### config.mk
export PLATFORM = sky130hd
export DESIGN_NAME = owik_cordic
export DESIGN_NICKNAME = d
export VERILOG_FILES = /design/src/rtl/owik_pkg.sv /design/src/rtl/owik_cordic.sv
export SDC_FILE = /design/constraint.sdc
export NUM_CORES = 2
export LEC_CHECK = 0
export BUFFER_PORTS_ARGS = -buffer_cell sky130_fd_sc_hd__clkbuf_2
export CELL_PAD_IN_SITES_DETAIL_PLACEMENT = 1
export CELL_PAD_IN_SITES_GLOBAL_PLACEMENT = 2
export CORE_UTILIZATION = 38
export CTS_CLUSTER_SIZE = 30
export DETAILED_ROUTE_END_ITERATION = 10
export PLACE_DENSITY = 0.74
export SYNTH_ARGS = -nofsm -noshare
export SYNTH_HDL_FRONTEND = slang
export SYNTH_SLANG_ARGS = --single-unit
### constraint.sdc
create_clock -name clk -period 8.28 [get_ports clk]
set_input_delay 0.828 -clock clk [delete_from_list [all_inputs] [get_ports clk]]
set_output_delay 0.828 -clock clk [all_outputs]
set_load 0.01 [all_outputs]
### src/rtl/owik_pkg.sv
// Shared types and constants of the omni wheel inverse kinematics block.
// Holds the CORDIC table, the wheel geometry rows and the payload widths.
// Depends on nothing; every other file of the block imports it.
`timescale 1ns / 1ps

package owik_pkg;

    // Payload widths.
    localparam int SPEED_W  = 16;
    localparam int HEAD_W   = 16;
    localparam int RADIUS_W = 16;
    localparam int WHEEL_W  = 18;
    localparam int WHEELS   = 4;

    localparam logic [RADIUS_W-1:0] RADIUS_RESET = 16'd5898;

    // CORDIC: 16 rotations on 32-bit values, angle unit 2^32 per turn.
    localparam int CORDIC_ITERS               = 16;
    localparam int CORDIC_ITER_PER_STAGE_DEF  = 2;
    localparam int CORDIC_W                   = 32;
    localparam int RESID_W                    = 14;

    localparam logic signed [CORDIC_W-1:0] CORDIC_X0 = 32'sd652032874;

    localparam logic signed [CORDIC_W-1:0] ATAN_TAB [CORDIC_ITERS] = '{
        32'sh20000000, 32'sh12E4051E, 32'sh09FB385B, 32'sh051111D4,
        32'sh028B0D43, 32'sh0145D7E1, 32'sh00A2F61E, 32'sh00517C55,
        32'sh0028BE53, 32'sh00145F2F, 32'sh000A2F98, 32'sh000517CC,
        32'sh00028BE6, 32'sh000145F3, 32'sh0000A2FA, 32'sh0000517D
    };

    // Quadrant codes taken from the top two heading bits.
    localparam logic [1:0] QUAD_FIRST  = 2'd0;
    localparam logic [1:0] QUAD_SECOND = 2'd1;
    localparam logic [1:0] QUAD_THIRD  = 2'd2;
    localparam logic [1:0] QUAD_FOURTH = 2'd3;

    // Sine and cosine in Q2.14.
    localparam int TRIG_W = 16;
    localparam logic signed [TRIG_W:0] TRIG_ONE = 17'sd16384;

    // Robot-frame speeds (Q.22), angular term (Q.24), wheel sums (Q.36).
    localparam int UV_W   = 32;
    localparam int W_W    = 33;
    localparam int ACC_W  = 48;
    localparam int W_SHIFT   = 12;
    localparam int RND_SHIFT = 28;
    localparam int RND_W     = ACC_W - RND_SHIFT;

    localparam logic signed [RND_W-1:0] WHEEL_MAX = 20'sd131071;
    localparam logic signed [RND_W-1:0] WHEEL_MIN = -20'sd131072;

    // Geometry rows in Q1.14; the angular weight of every wheel is 1.0.
    localparam int COEF_W = 16;
    localparam logic signed [COEF_W-1:0] COEF_U [WHEELS] = '{
        -16'sd8923, -16'sd8923, 16'sd11585, 16'sd11585
    };
    localparam logic signed [COEF_W-1:0] COEF_V [WHEELS] = '{
        16'sd13741, -16'sd13741, -16'sd11585, 16'sd11585
    };

    // Side data that rides along with the heading through the CORDIC.
    typedef struct packed {
        logic signed [SPEED_W-1:0] vx;
        logic signed [SPEED_W-1:0] vy;
        logic [1:0]                quad;
        logic signed [W_W-1:0]     w;
    } owik_tag_t;

endpackage

### src/rtl/owik_cordic.sv
// Pipelined rotation-mode CORDIC producing cosine and sine of a quadrant residual.
// Several rotations per register stage; a side tag travels with each item.
// Depends on owik_pkg.
`timescale 1ns / 1ps

module owik_cordic
    import owik_pkg::*;
#(
    parameter int ITER_PER_STAGE = CORDIC_ITER_PER_STAGE_DEF
)
(
    input  logic                                       clk,
    input  logic [CORDIC_ITERS/ITER_PER_STAGE-1:0]     en,
    input  logic [RESID_W-1:0]                         residual,
    input  owik_tag_t                                  tag_in,
    output logic signed [CORDIC_W-1:0]                 x_out,
    output logic signed [CORDIC_W-1:0]                 y_out,
    output owik_tag_t                                  tag_out
);

    localparam int STAGES = CORDIC_ITERS / ITER_PER_STAGE;

    logic signed [CORDIC_W-1:0] x_reg [STAGES];
    logic signed [CORDIC_W-1:0] y_reg [STAGES];
    logic signed [CORDIC_W-1:0] z_reg [STAGES];
    owik_tag_t                  tag_reg [STAGES];

    logic signed [CORDIC_W-1:0] x_next [STAGES];
    logic signed [CORDIC_W-1:0] y_next [STAGES];
    logic signed [CORDIC_W-1:0] z_next [STAGES];
    owik_tag_t                  tag_next [STAGES];

    // Values entering each stage: the start vector for the first, the previous
    // stage's registers for the rest.
    logic signed [CORDIC_W-1:0] x_feed [STAGES];
    logic signed [CORDIC_W-1:0] y_feed [STAGES];
    logic signed [CORDIC_W-1:0] z_feed [STAGES];
    owik_tag_t                  tag_feed [STAGES];

    genvar s;
    generate
        for (s = 0; s < STAGES; s++)
        begin : g_stage
            if (s == 0)
            begin : g_first
                assign x_feed[s]   = CORDIC_X0;
                assign y_feed[s]   = '0;
                assign z_feed[s]   = $signed({2'b00, residual, 16'b0});
                assign tag_feed[s] = tag_in;
            end
            else
            begin : g_chain
                assign x_feed[s]   = x_reg[s-1];
                assign y_feed[s]   = y_reg[s-1];
                assign z_feed[s]   = z_reg[s-1];
                assign tag_feed[s] = tag_reg[s-1];
            end

            always_comb
            begin
                logic signed [CORDIC_W-1:0] xc;
                logic signed [CORDIC_W-1:0] yc;
                logic signed [CORDIC_W-1:0] zc;
                logic signed [CORDIC_W-1:0] dx;
                logic signed [CORDIC_W-1:0] dy;
                xc = x_feed[s];
                yc = y_feed[s];
                zc = z_feed[s];
                tag_next[s] = tag_feed[s];
                for (int j = 0; j < ITER_PER_STAGE; j++)
                begin
                    dx = yc >>> (s * ITER_PER_STAGE + j);
                    dy = xc >>> (s * ITER_PER_STAGE + j);
                    if (!zc[CORDIC_W-1])
                    begin
                        xc = xc - dx;
                        yc = yc + dy;
                        zc = zc - ATAN_TAB[s * ITER_PER_STAGE + j];
                    end
                    else
                    begin
                        xc = xc + dx;
                        yc = yc - dy;
                        zc = zc + ATAN_TAB[s * ITER_PER_STAGE + j];
                    end
                end
                x_next[s] = xc;
                y_next[s] = yc;
                z_next[s] = zc;
            end

            always_ff @(posedge clk)
            begin
                if (en[s])
                begin
                    x_reg[s]   <= x_next[s];
                    y_reg[s]   <= y_next[s];
                    z_reg[s]   <= z_next[s];
                    tag_reg[s] <= tag_next[s];
                end
            end
        end
    endgenerate

    assign x_out   = x_reg[STAGES-1];
    assign y_out   = y_reg[STAGES-1];
    assign tag_out = tag_reg[STAGES-1];

endmodule

### Yosys cells after proc, flatten, opt, wreduce, memory -nomap -nowiden

Memories as Yosys holds them, arrays and structs flattened.
Index checks and enable logic that the tools add are counted.

* add/sub/neg operators: 87
* multiplexer cells: 61

Operator list (number)
* 32-bit 2-to-1 mux: 43
* 32-bit by 17-bit adder with 32-bit output: 2
* 32-bit by 18-bit adder with 32-bit output: 2
* 32-bit by 19-bit adder with 32-bit output: 2
* 32-bit by 20-bit adder with 32-bit output: 2
* 32-bit by 21-bit adder with 32-bit output: 2
* 32-bit by 22-bit adder with 32-bit output: 2
* 32-bit by 23-bit adder with 32-bit output: 2
* 32-bit by 24-bit adder with 32-bit output: 2
* 32-bit by 25-bit adder with 32-bit output: 2
* 32-bit by 26-bit adder with 32-bit output: 2
* 32-bit by 27-bit adder with 32-bit output: 2
* 32-bit by 28-bit adder with 32-bit output: 2
* 32-bit by 29-bit adder with 32-bit output: 2
* 32-bit by 30-bit adder with 32-bit output: 2
* 32-bit by 17-bit subtractor with 32-bit output: 2
* 32-bit by 18-bit subtractor with 32-bit output: 2
* 32-bit by 19-bit subtractor with 32-bit output: 2
* 32-bit by 20-bit subtractor with 32-bit output: 2
* 32-bit by 21-bit subtractor with 32-bit output: 2
* 32-bit by 22-bit subtractor with 32-bit output: 2
* 32-bit by 23-bit subtractor with 32-bit output: 2
* 32-bit by 24-bit subtractor with 32-bit output: 2
* 32-bit by 25-bit subtractor with 32-bit output: 2
* other kinds (38): 59

* register bits after elaboration: 0
* memory bits (writable): 1304
* input port bits: 90
* output and inout port bits: 131
* word-level logic and storage cells: 152
* memories kept: 4

Memories
* tag_reg: words 8, width 67, read ports 8, clocked after Yosys merged registers in 0, wr ports 8, RTL line owik_cordic.sv:26 `owik_tag_t tag_reg [STAGES];`
* x_reg: words 8, width 32, read ports 8, clocked after Yosys merged registers in 0, wr ports 8, RTL line owik_cordic.sv:23 `logic signed [CORDIC_W-1:0] x_reg [STAGES];`
* y_reg: words 8, width 32, read ports 8, clocked after Yosys merged registers in 0, wr ports 8, RTL line owik_cordic.sv:24 `logic signed [CORDIC_W-1:0] y_reg [STAGES];`
* z_reg: words 8, width 32, read ports 7, clocked after Yosys merged registers in 0, wr ports 8, RTL line owik_cordic.sv:25 `logic signed [CORDIC_W-1:0] z_reg [STAGES];`

### Logic depth before layout (Yosys ltp)

An unclocked memory read counts as a cell.

* depth in word-level cells: 5
* depth in mapped cells: 36
* mapped depth without buffers: 36

### Worst setup path after synthesis

Ideal clock, no wire load.

* path type: flip-flop to flip-flop
* from: mem z_reg[0][31]
* to: mem x_reg[1][31], in the netlist x_reg[0][63], data pin
* arrival time: 8109 ps
* data required time: 8016 ps
* setup slack: -93 ps
* cell stages (with the launch flop): 35
* buffers on the path: 4
* period minus slack after synthesis: 8373 ps
* cells stage by stage: edfxtp_1 clkbuf_1 inv_1 clkbuf_1 ha_1 nor2b_1 o21ai_0 a21boi_0 o21ai_0 a21boi_0 o2111ai_1 a41oi_1 o22a_1 and4_1 o31ai_1 nand2b_1 clkbuf_1 buf_1 a21oi_1 ha_1 inv_1 fa_1 nor2b_1 o21ai_0 a21boi_0 o21ai_0 a21boi_0 o31a_1 a311o_1 a31oi_1 a211oi_1 a2111o_1 a221o_1 a21o_1 xnor2_1

RTL lines (RTL line)
* start: declaration: owik_cordic.sv:25
* end: declaration: owik_cordic.sv:23

==> flow_metrics.env <==
export IMPL_fin_nets=13380
export IMPL_gp_congestion=0.8875
export IMPL_ys_seq_area_frac=0.3368
export IMPL_syn_num_nets=12650
export IMPL_htree_levels=4
export IMPL_synth_area_per_cell_um2=9.428
export IMPL_synth_top_area_frac=0.3368
export IMPL_synth_simple_area_share=0.1320
export IMPL_fin_crit_sh=0.9581
export IMPL_fmax_mhz=126.1
export IMPL_worst_slack_ns=0.3472
export IMPL_clock_sinks=1188
export IMPL_num_vias=87250
export IMPL_path_class="reg2reg"
export IMPL_avgViaCountPerCell=5.534
export IMPL_cpPeakStageDelay_ns=0.61
export IMPL_dieArea_um2=280900
export IMPL_clkLatencyLatePin_ns=0.86
export IMPL_fin_skew_ns=0.08810
export IMPL_max_slew_worst_pin_slew_ns=1.157
export IMPL_drive_gt1_frac=0.1042
export IMPL_std_cell_rows=193
export IMPL_slew_headroom=0.2230
export IMPL_synthMuxAreaShare=0.01112
export IMPL_hold_violations=0
export IMPL_finalMaxSlewViolations=0
export IMPL_syn_inst=11240
export IMPL_async_reset_ff_frac=0
export IMPL_final_antenna_net_count=0
export IMPL_worstSetupEndpointType="flop"
export IMPL_cts_hold_buf=0
export IMPL_path_common_cell="xor2_1"
export IMPL_grt_antenna_before_repair=4
export IMPL_clk_pin_slew_worst_paths_ns=0.06
export IMPL_final_core_util=0.4360
export IMPL_synth_area_um2=105900
export IMPL_track_usage=0.2326
export IMPL_synth_edf_count=1188
export IMPL_rsz0062_at_grt="true"
export IMPL_synth_distinct_cells=97
export IMPL_status="finished, final reports clean"
export IMPL_cap_viol_max_count=0
export IMPL_grt_overflow=0
export IMPL_arrival_ns=8.46
export IMPL_synth_compound_area_frac=0.2020
export IMPL_period_needed_ns=7.933
export IMPL_num_io_pins=221
export IMPL_netlist_top_cell_by_area="edfxtp_1"
export IMPL_cts_buffers=146
export IMPL_setup_viol=0
export IMPL_fillCellCount=31690
export IMPL_die_width_um=530.0
export IMPL_synth_flop_cell="edfxtp_1"
export IMPL_critical_path_startpoint_type="flop"
export IMPL_hp_class="in2reg"
export IMPL_largest_reg_flops=536
export IMPL_die_y_um=530.0
export IMPL_synth_area_leaders="edfxtp_1 (34%), ha_1 (15%), xnor2_1 (9.2%)"
export IMPL_grt_max_degree=99
export IMPL_cts_root_buffer_cell="clkbuf_16"
export IMPL_place_ws_ns=-0.1107
export IMPL_cp_max_fo=6
export IMPL_route_detailed_drc=0
export IMPL_synth_top_family_by_area="compound AO/OA/AOI/OAI gates"
export IMPL_cp_slowest_cell="or4b_2"
export IMPL_coreArea_um2=276700
export IMPL_grt_pass1_vias=90210
export IMPL_yosysWarnings=0
export IMPL_synth_xor_area_frac=0.1323
export IMPL_grt_first_pass_wirelength_um=519700
export IMPL_synth_fa_ha_area_frac=0.1595
export IMPL_synth_seq_cells=1188
export IMPL_dp_hpwl_um=275500
export IMPL_area_delta_synth_final_pct=13.91
export IMPL_cp_required_ns=8.81
export IMPL_wl_um=336500
export IMPL_drt_iter0_markers=4152
export IMPL_cts_tree="yes"
export IMPL_clk_path_buf_depth=4
export IMPL_io_buffers=220
export IMPL_dr_pass1_iters=5
export IMPL_wl_per_cell_um=21.34
export IMPL_initial_core_util=0.3827
[worst paths after layout]
check	from	endpoint	slack, ns	cells past startpoint
max	y_reg[1][13]	y_reg[1][62]	0.35	29
min	tag_in[19]	tag_reg[0][19]	0.15	1
max reg2reg	y_reg[1][13]	y_reg[1][62]	0.35	29
min reg2reg	tag_reg[1][31]	tag_reg[1][98]	0.41	0
[metal layers]
metal | global-route usage | vias to the layer above | part of all wire
met1 | 0.2998 | 42960 | 0.46
met3 | 0.01719 | 356 | 0.024
met5 | 0 | - | 0
li1 | - | 42900 | -
met2 | 0.4164 | 1031 | 0.49
met4 | 0.06169 | 0 | 0.027
[logic make-up (layout without fill, tap and decap cells)]
logic type	count (synthesis)	after routing
adders and majority gates	1329	1329
muxes	110	110
DFF	1188	1188
other	0	2
xor gates and xnor gates	1592	1592
buffers and inverters	737	1561
and+or+nand+nor	2900	2900
AOI/OAI and AO/OA	3379	3379
[what timing repair did]
action,CTS,global route
setup endpoints to repair,5,80
setup buffers,0,12
gates resized for setup,10,144
hold endpoints to repair,0,0
pin swaps,0,8
[cell usage in the layout, fill, tap and decap left out, drive strengths merged, types with 36 or more instances in the layout]
cell type  Yosys  final
a21o         452    452
nand3        172    172
clkbuf       148    377
and3          95     95
clkinv         6     50
xor2         469    469
nand2b       143    143
o21a         190    190
o21ai        603    603
fa            36     36
or2           41     41
inv          553    564
edfxtp      1188   1188
nor4          64     64
mux2i         49     49
o31a          48     48
a21oi       1177   1177
nor3         247    247
buf           30    539
o21bai       133    133
o211ai        52     52
ha          1293   1293
a31oi        131    131
o31ai         67     67
and2          60     60
xnor2       1119   1119
nand4         70     70
a211oi        98     98
nor2b        162    162
or3           81     81
nand2        628    628
mux2          61     61
a21boi        64     64
nor2         977    977
[through the flow]
| stage | setup TNS [ns] | hold slack, ns | instance area [um2] | cells |
|---|---|---|---|---|
| floorplan | 0 | 0.4003 | 105900 | 11240 |
| global placement | -0.5494 | 0.4002 | 115100 | 15500 |
| detailed placement | -0.2080 | 0.4055 | 115100 | 15500 |
| CTS | 0 | 0.09932 | 119900 | 15750 |
| global route | -0.1934 | 0.1290 | 120700 | 15770 |
| finish | 0 | 0.1539 | 120700 | 15770 |
[critical path: cells and delay by family (launching register included)]
family / cells / cell delay, ns
AO/OA/AOI/OAI: 14 / 2.84
AND/OR/NAND/NOR: 9 / 2.93
XOR/XNOR: 4 / 0.80
adder cells (fa/ha/maj): 2 / 0.66
flip-flops: 1 / 0.45
[cell usage after synthesis, types with 80 or more instances]
cell type / count
a211oi_1: 98
a21o_1: 452
a21oi_1: 1177
a31oi_1: 131
and3_1: 95
clkbuf_1: 148
edfxtp_1: 1188
ha_1: 1293
inv_1: 551
nand2_1: 627
nand2b_1: 143
nand3_1: 172
nor2_1: 977
nor2b_1: 162
nor3_1: 246
o21a_1: 190
o21ai_0: 598
o21bai_1: 133
or3_1: 80
xnor2_1: 1117
xor2_1: 469
[final cells by class]
class	count	area, um2	share of cell area
timing repair buffer	751	5259	0.04358
tap	3705	4636	0.03842
sequential	1188	35670	0.2957
antenna	2	5.005	0.00004148
clock buffer	165	3746	0.03105
clock inverter	86	994.7	0.008244
inverter	559	2113	0.01751
multi-input combinational	9310	68230	0.5655
Power is not shown: default switching activity piles up to over one toggle a cycle in this logic, so the estimate is an artifact.
